**src/rtl/core/u8d_pkg.sv**
```systemverilog
// Shared types and constants for the UTF-8 to code point decoder.
`default_nettype none
package u8d_pkg;

    localparam int BYTE_W = 8;
    localparam int CP_W   = 21;
    localparam int PART_W = 15;
    localparam int LEFT_W = 2;
    localparam int CONT_W = 6;

    localparam logic [BYTE_W-1:0] LINE_FEED = 8'h0A;

    localparam logic [1:0] CONT_TAG  = 2'b10;
    localparam logic [2:0] LEAD2_TAG = 3'b110;
    localparam logic [3:0] LEAD3_TAG = 4'b1110;
    localparam logic [4:0] LEAD4_TAG = 5'b11110;

    typedef struct packed {
        logic [LEFT_W-1:0] bytes_left;
        logic [PART_W-1:0] partial_value;
        logic              skipping_line;
    } t_dec_state;

    typedef struct packed {
        logic [CP_W-1:0] code_point;
        logic            decode_error;
        logic            line_end;
    } t_dec_result;

endpackage
`default_nettype wire

```
**src/rtl/core/utf8_to_codepoint_decoder.sv**
```systemverilog
// UTF-8 byte stream to code point decoder, top level.
//
// Input channel: one UTF-8 byte per transaction (i_in_valid / o_in_ready).
// Output channel: one code point per completed sequence (o_out_valid /
// i_out_ready), with o_decode_error for a malformed byte and o_line_end
// on a newline. An error drops the rest of the line through the next
// newline; those bytes produce no transaction.
// Throughput: one byte per cycle unless the output stalls. The input
// register feeds the per-byte decode logic, which updates the sequence
// state and loads the result register in the same cycle, so every byte
// takes exactly one pass, from the input register to the result register.
// Stall: while the result register is full and i_out_ready is low, the
// input register holds and o_in_ready drops once it is occupied.
// Reset: synchronous, active low; clears both registers' valid flags and
// the sequence state (no bytes pending, no line being dropped).
`default_nettype none
module utf8_to_codepoint_decoder
    import u8d_pkg::*;
(
    input  wire logic              i_clk,
    input  wire logic              i_rst_n,
    input  wire logic              i_in_valid,
    output logic                   o_in_ready,
    input  wire logic [BYTE_W-1:0] i_in_byte,
    output logic                   o_out_valid,
    input  wire logic              i_out_ready,
    output logic [CP_W-1:0]        o_code_point,
    output logic                   o_decode_error,
    output logic                   o_line_end
);

    logic              r_in_valid;
    logic [BYTE_W-1:0] r_in_byte;
    t_dec_state        r_state;
    logic              r_out_valid;
    t_dec_result       r_out;

    t_dec_state        n_state;
    logic              step_res_valid;
    t_dec_result       step_res;
    logic              out_free;
    logic              step_go;

    u8d_step u_step (
        .i_state     (r_state),
        .i_byte      (r_in_byte),
        .o_state     (n_state),
        .o_res_valid (step_res_valid),
        .o_res       (step_res)
    );

    assign out_free   = !r_out_valid || i_out_ready;
    assign step_go    = r_in_valid && out_free;
    assign o_in_ready = !r_in_valid || step_go;

    always_ff @(posedge i_clk) begin
        if (!i_rst_n) begin
            r_in_valid  <= 1'b0;
            r_out_valid <= 1'b0;
            r_state     <= '0;
        end else begin
            if (o_in_ready) begin
                r_in_valid <= i_in_valid;
            end
            if (step_go) begin
                r_state <= n_state;
            end
            if (out_free) begin
                r_out_valid <= step_go && step_res_valid;
            end
        end
        if (i_in_valid && o_in_ready) begin
            r_in_byte <= i_in_byte;
        end
        if (step_go && step_res_valid) begin
            r_out <= step_res;
        end
    end

    assign o_out_valid    = r_out_valid;
    assign o_code_point   = r_out.code_point;
    assign o_decode_error = r_out.decode_error;
    assign o_line_end     = r_out.line_end;

    a_err_clean: assert property (@(posedge i_clk) disable iff (!i_rst_n)
        o_out_valid && o_decode_error |-> o_code_point == '0 && !o_line_end)
        else $error("error result carries data");

    a_eol_is_lf: assert property (@(posedge i_clk) disable iff (!i_rst_n)
        o_out_valid && o_line_end |-> o_code_point == CP_W'(LINE_FEED))
        else $error("line end on a code point other than newline");

    a_skip_idle: assert property (@(posedge i_clk) disable iff (!i_rst_n)
        r_state.skipping_line |-> r_state.bytes_left == '0)
        else $error("line drop with a sequence pending");

    a_hold_stall: assert property (@(posedge i_clk) disable iff (!i_rst_n)
        o_out_valid && !i_out_ready |=> o_out_valid && $stable(r_out))
        else $error("result lost under stall");

endmodule
`default_nettype wire

```
**src/rtl/core/u8d_step.sv**
```systemverilog
// Per-byte decode logic: next decoder state and optional result for one byte.
`default_nettype none
module u8d_step
    import u8d_pkg::*;
(
    input  wire t_dec_state        i_state,
    input  wire logic [BYTE_W-1:0] i_byte,
    output t_dec_state             o_state,
    output logic                   o_res_valid,
    output t_dec_result            o_res
);

    logic is_cont;
    logic is_lf;

    assign is_cont = (i_byte[7:6] == CONT_TAG);
    assign is_lf   = (i_byte == LINE_FEED);

    always_comb begin
        o_state     = i_state;
        o_res_valid = 1'b0;
        o_res       = '0;
        priority if (i_state.skipping_line) begin
            if (is_lf) begin
                o_state.skipping_line = 1'b0;
            end
        end else if (i_state.bytes_left != '0) begin
            if (!is_cont) begin
                o_state.bytes_left    = '0;
                o_state.partial_value = '0;
                o_state.skipping_line = !is_lf;
                o_res_valid           = 1'b1;
                o_res.decode_error    = 1'b1;
            end else if (i_state.bytes_left == LEFT_W'(1)) begin
                o_state.bytes_left    = '0;
                o_state.partial_value = '0;
                o_res_valid           = 1'b1;
                o_res.code_point      = {i_state.partial_value, i_byte[CONT_W-1:0]};
            end else begin
                o_state.bytes_left    = i_state.bytes_left - LEFT_W'(1);
                o_state.partial_value = {i_state.partial_value[PART_W-CONT_W-1:0],
                                         i_byte[CONT_W-1:0]};
            end
        end else begin
            priority if (!i_byte[7]) begin
                o_res_valid      = 1'b1;
                o_res.code_point = {{(CP_W-BYTE_W){1'b0}}, i_byte};
                o_res.line_end   = is_lf;
            end else if (i_byte[7:5] == LEAD2_TAG) begin
                o_state.partial_value = {{(PART_W-5){1'b0}}, i_byte[4:0]};
                o_state.bytes_left    = LEFT_W'(1);
            end else if (i_byte[7:4] == LEAD3_TAG) begin
                o_state.partial_value = {{(PART_W-4){1'b0}}, i_byte[3:0]};
                o_state.bytes_left    = LEFT_W'(2);
            end else if (i_byte[7:3] == LEAD4_TAG) begin
                o_state.partial_value = {{(PART_W-3){1'b0}}, i_byte[2:0]};
                o_state.bytes_left    = LEFT_W'(3);
            end else begin
                o_state.partial_value = '0;
                o_state.skipping_line = 1'b1;
                o_res_valid           = 1'b1;
                o_res.decode_error    = 1'b1;
            end
        end
    end

endmodule
`default_nettype wire

```
**config.mk**
```make
export PLATFORM = sky130hd
export DESIGN_NAME = utf8_to_codepoint_decoder
export DESIGN_NICKNAME = d
export VERILOG_FILES = /design/src/rtl/core/u8d_pkg.sv /design/src/rtl/core/utf8_to_codepoint_decoder.sv /design/src/rtl/core/u8d_step.sv
export SDC_FILE = /design/constraint.sdc
export NUM_CORES = 1
export LEC_CHECK = 0
export BUFFER_PORTS_ARGS = -buffer_cell sky130_fd_sc_hd__buf_4
export CORE_ASPECT_RATIO = 1.1
export CORE_UTILIZATION = 57
export DETAILED_ROUTE_END_ITERATION = 7
export PLACE_DENSITY = 0.78
export SYNTH_ARGS = -nofsm -noshare
export SYNTH_HDL_FRONTEND = slang
export SYNTH_SLANG_ARGS = --single-unit
```
**constraint.sdc**
```tcl
create_clock -name i_clk -period 10.1 [get_ports i_clk]
set_input_delay 0 -clock i_clk [delete_from_list [all_inputs] [get_ports i_clk]]
set_output_delay 0 -clock i_clk [all_outputs]
set_load 0.05 [all_outputs]
```
Yosys cells after proc, flatten, opt, wreduce, memory -nomap -nowiden
Index checks and enable logic that the tools add are counted.
{"block": "totals", "ff_bits": 51, "latch_bits": 0, "ram_bits": 0, "romBits": 0, "output_inout_bits": 25, "mem_count": 0}
{"block": "classes", "n_addsub": 1, "n_mul": 0, "n_div": 0, "order_cmp": 0, "eq_ne": 6, "shift": 0, "n_mux": 25, "n_bitwise": 1, "reduce_logical": 14}
{"op": "two-way mux 17 bit", "count": 4}
{"op": "two-way mux 21 bit", "count": 2}
{"op": "two-way mux 18 bit", "count": 2}
{"op": "two-way mux 22 bit", "count": 1}
{"op": "two-way mux 1 bit", "count": 13}
{"op": "equality test 8 x 4 -> 1 bit, second input constant", "count": 1}
{"op": "two-way mux 7 bit", "count": 1}
{"op": "equality test 5 bit, second input constant", "count": 1}
{"op": "equality test 4 bit, second input constant", "count": 1}
{"op": "AND reduction 4 bit", "count": 1}
{"op": "nonzero test 2 bit", "count": 2}
{"op": "nonzero test 4 bit", "count": 1}
{"op": "equality test 3 bit, second input constant", "count": 1}
{"op": "logical AND 1 bit", "count": 3}
{"op": "logical NOT 1 bit", "count": 3}
{"op": "two-way mux 3 bit", "count": 1}
{"op": "AND reduction 3 bit", "count": 1}
{"op": "OR reduction 3 bit", "count": 1}
{"op": "equality test 2 x 1 -> 1 bit, second input constant", "count": 1}
{"op": "equality test 2 bit, second input constant", "count": 1}
{"op": "logical OR 1 bit", "count": 2}
{"op": "two-way mux 2 bit", "count": 1}
{"op": "subtractor 2 x 1 -> 2 bit, second input constant", "count": 1}
{"op": "inverter 1 bit", "count": 1}

Depth between registers and ports, before layout
{"block": "logic_depth", "word_depth": 8, "ltp_mapped": 9, "mapped_depth_nobuf": 6}

Hierarchy
From an unflattened synthesis, not the netlist that was laid out.
{"block": "unflattened", "cells_unflattened": 213, "hier_area_um2": 2429.8}
{"module": "utf8_to_codepoint_decoder", "n_inst": 1, "cells_per_inst": 121, "area_per_inst_um2": 1754.2}
{"module": "u8d_step", "n_inst": 1, "cells_per_inst": 92, "area_per_inst_um2": 675.6}

Worst setup path after synthesis
No wires, ideal clock.
{"block": "synth_path", "path_type": "reg-to-reg", "startpoint": "register r_state[16] (netlist bit)", "endpoint": "register r_out, in the netlist o_code_point[0] (enable)", "setup_ps": 437, "arrival_ps": 2719, "required_time_ps": 9663, "slack_ps": 6944, "stages_incl_launch_ff": 6, "n_path_buf": 1, "cell_sequence": "dfxtp_1 -> inv_1 -> ha_1 -> buf_6 -> a41oi_2 -> nor3b_1"}
{"block": "synth_via", "elab_chain_cells": 6}
{"item": "from (decl)", "line": "utf8_to_codepoint_decoder.sv:34", "source": "t_dec_state r_state;"}
{"item": "from (signal assigned)", "line": "utf8_to_codepoint_decoder.sv:66", "source": "r_state <= n_state;"}
{"item": "equality test 2 x 1 -> 1 bit", "line": "u8d_step.sv:34", "source": "end else if (i_state.bytes_left == LEFT_W'(1)) begin"}
{"item": "two-way mux 1 bit", "line": "u8d_step.sv:34"}
{"item": "two-way mux 1 bit", "line": "u8d_step.sv:28", "source": "if (!is_cont) begin"}
{"item": "two-way mux 1 bit *", "line": "u8d_step.sv:27", "source": "end else if (i_state.bytes_left != '0) begin"}
{"item": "two-way mux 1 bit *", "line": "u8d_step.sv:23", "source": "priority if (i_state.skipping_line) begin"}
{"item": "logical AND 1 bit *", "line": "utf8_to_codepoint_decoder.sv:75", "source": "if (step_go && step_res_valid) begin"}
{"item": "to (signal assigned)", "line": "utf8_to_codepoint_decoder.sv:76", "source": "r_out <= step_res;"}
{"item": "to (decl)", "line": "utf8_to_codepoint_decoder.sv:36", "source": "t_dec_result r_out;"}
Every way passes the cells marked *; elsewhere a longest branch is shown, timed or not.
A chain may end at the register's enable or synchronous reset.

Final worst setup path
{"block": "layout_path", "startpoint": "register r_state[16] (netlist bit)", "endpoint": "register r_out, in the netlist o_code_point[18] (enable)"}
Same word-level chain as after synthesis.

==> flow_metrics.tcl <==
set metrics [dict create \
    status "complete, no violations" \
    port-buffer-count 36 \
    dp_hpwl_um 2660 \
    power_density_mw_per_mm2 157 \
    path_cells "inv_1, ha_1, nor4b_4, a41oi_2, nor3b_2, buf_4" \
    yosysTopAreaCell "edfxtp_1" \
    die_w_um 61.9 \
    synth.distinct_cells 42 \
    crit_arrival_ns 2.51 \
    fin_worst_skew_ns 0.00834 \
    path_clk_slew_ns 0.08 \
    wl_met3_um 177 \
    synth_edf_count 31 \
    dpl_worst_slack_ns 7.63 \
    setup_slack_ns 7.63 \
    h-tree-depth 2 \
    die-area_mm2 0.00420 \
    period_share_pct 24.5 \
    drt-met1-wl_um 1660 \
    worstPathRequired_ns 10.14 \
    syn-instance-count 182 \
    crit_path_end_kind "flop" \
    drv_cap 0 \
    top_signal_layer_used "met4" \
    syn_area_mm2 0.00225 \
    setup_viol_count_final 0 \
    wire_per_inst_um 14.4 \
    drive_gt1_share_pct 29.6 \
    worstReg2RegEnd "o_code_point[18]" \
    cp_slowest_cell "nor4b_4" \
    core_area_mm2 0.00371 \
    globalRouteTotalUtil_pct 21.3 \
    ys_ff_latch 51 \
    drcViolationCount 0 \
    hold_class "input port to flop" \
    cts_buffer_depth 2 \
    rrSetupSlack_ns 7.63 \
    antenna_cells 0 \
    antenna_found_initial 0 \
    synth_top_cell_area_share_pct 41.4 \
    finish.utilization_pct 72.2 \
    ys_warn_count 0 \
    clock_latency_ns 0.30 \
    cp_num_buf_inv 2 \
    grt_pass1_wl_um 6400 \
    relSlewSlack_pct 39.9 \
    nets 239 \
    clockRootBuffer "clkbuf_8" \
    slew_viol_final 0 \
    cp-start-kind "flop" \
    synth_nets 196 \
    fp.dieH_um 67.9 \
    drt_pass1_iterations 4 \
    reg2reg_depth 6 \
    crit_path_start "r_state[16]" \
    drt-total-wl_um 3980 \
    rows 23 \
    grt_pass1_vias 1428 \
    cts_resized 0 \
    post_cts_buffers 0 \
    rsz0062_at_grt "false" \
    area_growth_pct 19.2 \
    placed_cells 258 \
    reg2reg_from "r_state[16]" \
    syn_area_per_cell_um2 12.3 \
    synth_flop_cell "edfxtp_1" \
    start_util_pct 60.5 \
    drt-initial-drc-count 55 \
    grt_max_degree 24 \
    via_count 1496 \
    synthArstFlopShare_pct 0 \
    hold_path_depth 4 \
    tns_ns 0 \
    instances_no_fill 276 \
    hold_start "i_out_ready" \
    leakage_nw 0.948 \
    max_freq_ghz 0.405 \
    pin_count 37 \
    hold_end "o_out_valid" \
    wl_met2_um 2070 \
    ant_nets 0 \
    cts_tree "yes" \
    worst_pin_slew_ns 0.897 \
    max-vdd-ir-drop_v 0.000105 \
    cpPeakStageDelay_ns 0.81 \
    synth_seq_area_share_pct 59.2 \
    cts_made_buffers 5 \
    synth_area_leaders "edfxtp_1 41%, dfxtp_1 18%, and2_1 6.1%, nand3_2 4.0%, a21oi_1 3.8%" \
    hold_viol 0 \
    timing.final.crit_period_ns 2.47 \
    drt-vias-per-instance 5.42 \
    gp_congestion 0.874 \
    crit_family "simple AND/OR/NAND/NOR gates" \
    grt_overflow 0 \
    crit_type "flop to flop" \
    power_w 0.000422 \
    worstPathMaxFanout 23 \
    clock-sinks 51 \
]
-- Yosys cell counts, drive strengths merged, types with 2 or more instances --
master	n
o21ai	5
nand2	22
and2	22
nor3	3
nor2b	3
nand3	12
a21oi	20
nand2b	2
nand4	3
and3	2
nor3b	2
nand3b	4
edfxtp	31
dfxtp	20
inv	2
nor2	5
ha	2
buf	10
-- worst reg2reg max path: stages, from the launching register on --
cell and delay (ns):
dfxtp_1 0.37, inv_1 0.07, ha_1 0.36, nor4b_4 0.81, a41oi_2 0.15, nor3b_2 0.22
buf_4 0.24
-- per-layer routing --
| layer | vias up | global-route usage [%] |
|---|---|---|
| met2 | 38 | 35.8 |
| li1 | 732 | - |
| met1 | 718 | 25.3 |
| met3 | 8 | 5.10 |
| met4 | 0 | 10.0 |
| met5 | - | 0 |
-- area by class of cell --
| cell class | count | area, µm² |
|---|---|---|
| inverter | 3 | 11.3 |
| clock inverter | 2 | 37.5 |
| sequential | 51 | 1330 |
| clock buffer | 6 | 72.6 |
| timing repair buffer | 47 | 378 |
| fill | 256 | 1030 |
| multi-input combinational | 117 | 786 |
| tap | 50 | 62.6 |
-- how the worst max path moves through the flow --
stage                            end  slack, ns  cells past startpoint
global route        o_code_point[17]       7.44                      6
detailed placement  o_code_point[17]       7.63                      6
floorplan            o_code_point[0]       6.94                      5
finish              o_code_point[18]       7.63                      6
global placement    o_code_point[14]       7.73                      6
CTS                 o_code_point[18]       7.61                      6
-- metrics by stage --
| step | area (µm²) | hold slack, ns |
|---|---|---|
| after floorplan | 2250 | 0.0989 |
| after global placement | 2470 | 0.179 |
| after detailed placement | 2470 | 0.180 |
| after CTS | 2680 | 0.0361 |
| after global routing | 2680 | 0.0569 |
| final | 2680 | 0.0444 |
-- flip-flops by register name (all words and copies together) (netlist names) --
| name | count |
|---|---|
| o_decode_error | 1 |
| o_code_point | 21 |
| o_line_end | 1 |
| r_in_byte | 8 |
| r_in_valid | 1 |
| o_out_valid | 1 |
| r_state | 18 |
-- layout by cell type, fill, tap and decap left out, drive strengths merged, types with 2 or more instances in the layout --
cell type / n
nor3: 3
o21ai: 5
nor2b: 3
inv: 2
clkbuf: 6
nor2: 5
dfxtp: 20
a21oi: 20
nand3: 12
nor3b: 2
ha: 2
nand3b: 4
and3: 2
nand4: 3
dlygate4sd3: 10
and2: 22
buf: 37
nand2: 22
nand2b: 2
edfxtp: 31
-- kinds of logic after synthesis --
logic type,Yosys count,share of synthesized area [%]
adders and majority gates,2,1.11
buffers and inverters,14,6.01
AOI/OAI and AO/OA,31,8.96
and+or+nand+nor,84,24.7
DFF,51,59.2
-- power breakdown --
group / switching, W / total [W] / leakage, nW / internal (W)
Sequential: 0.00000577 / 0.000234 / 0.457 / 0.000228
Clock: 0.0000646 / 0.000139 / 0.0514 / 0.0000739
Combinational: 0.0000315 / 0.0000490 / 0.439 / 0.0000174
-- repair_timing --
item / CTS / global route
hold buffers: 10 / 0
endpoints found under the hold margin: 10 / 0
endpoints found under the setup margin: 0 / 0
Note: power is estimated with default switching activity, not from simulation.
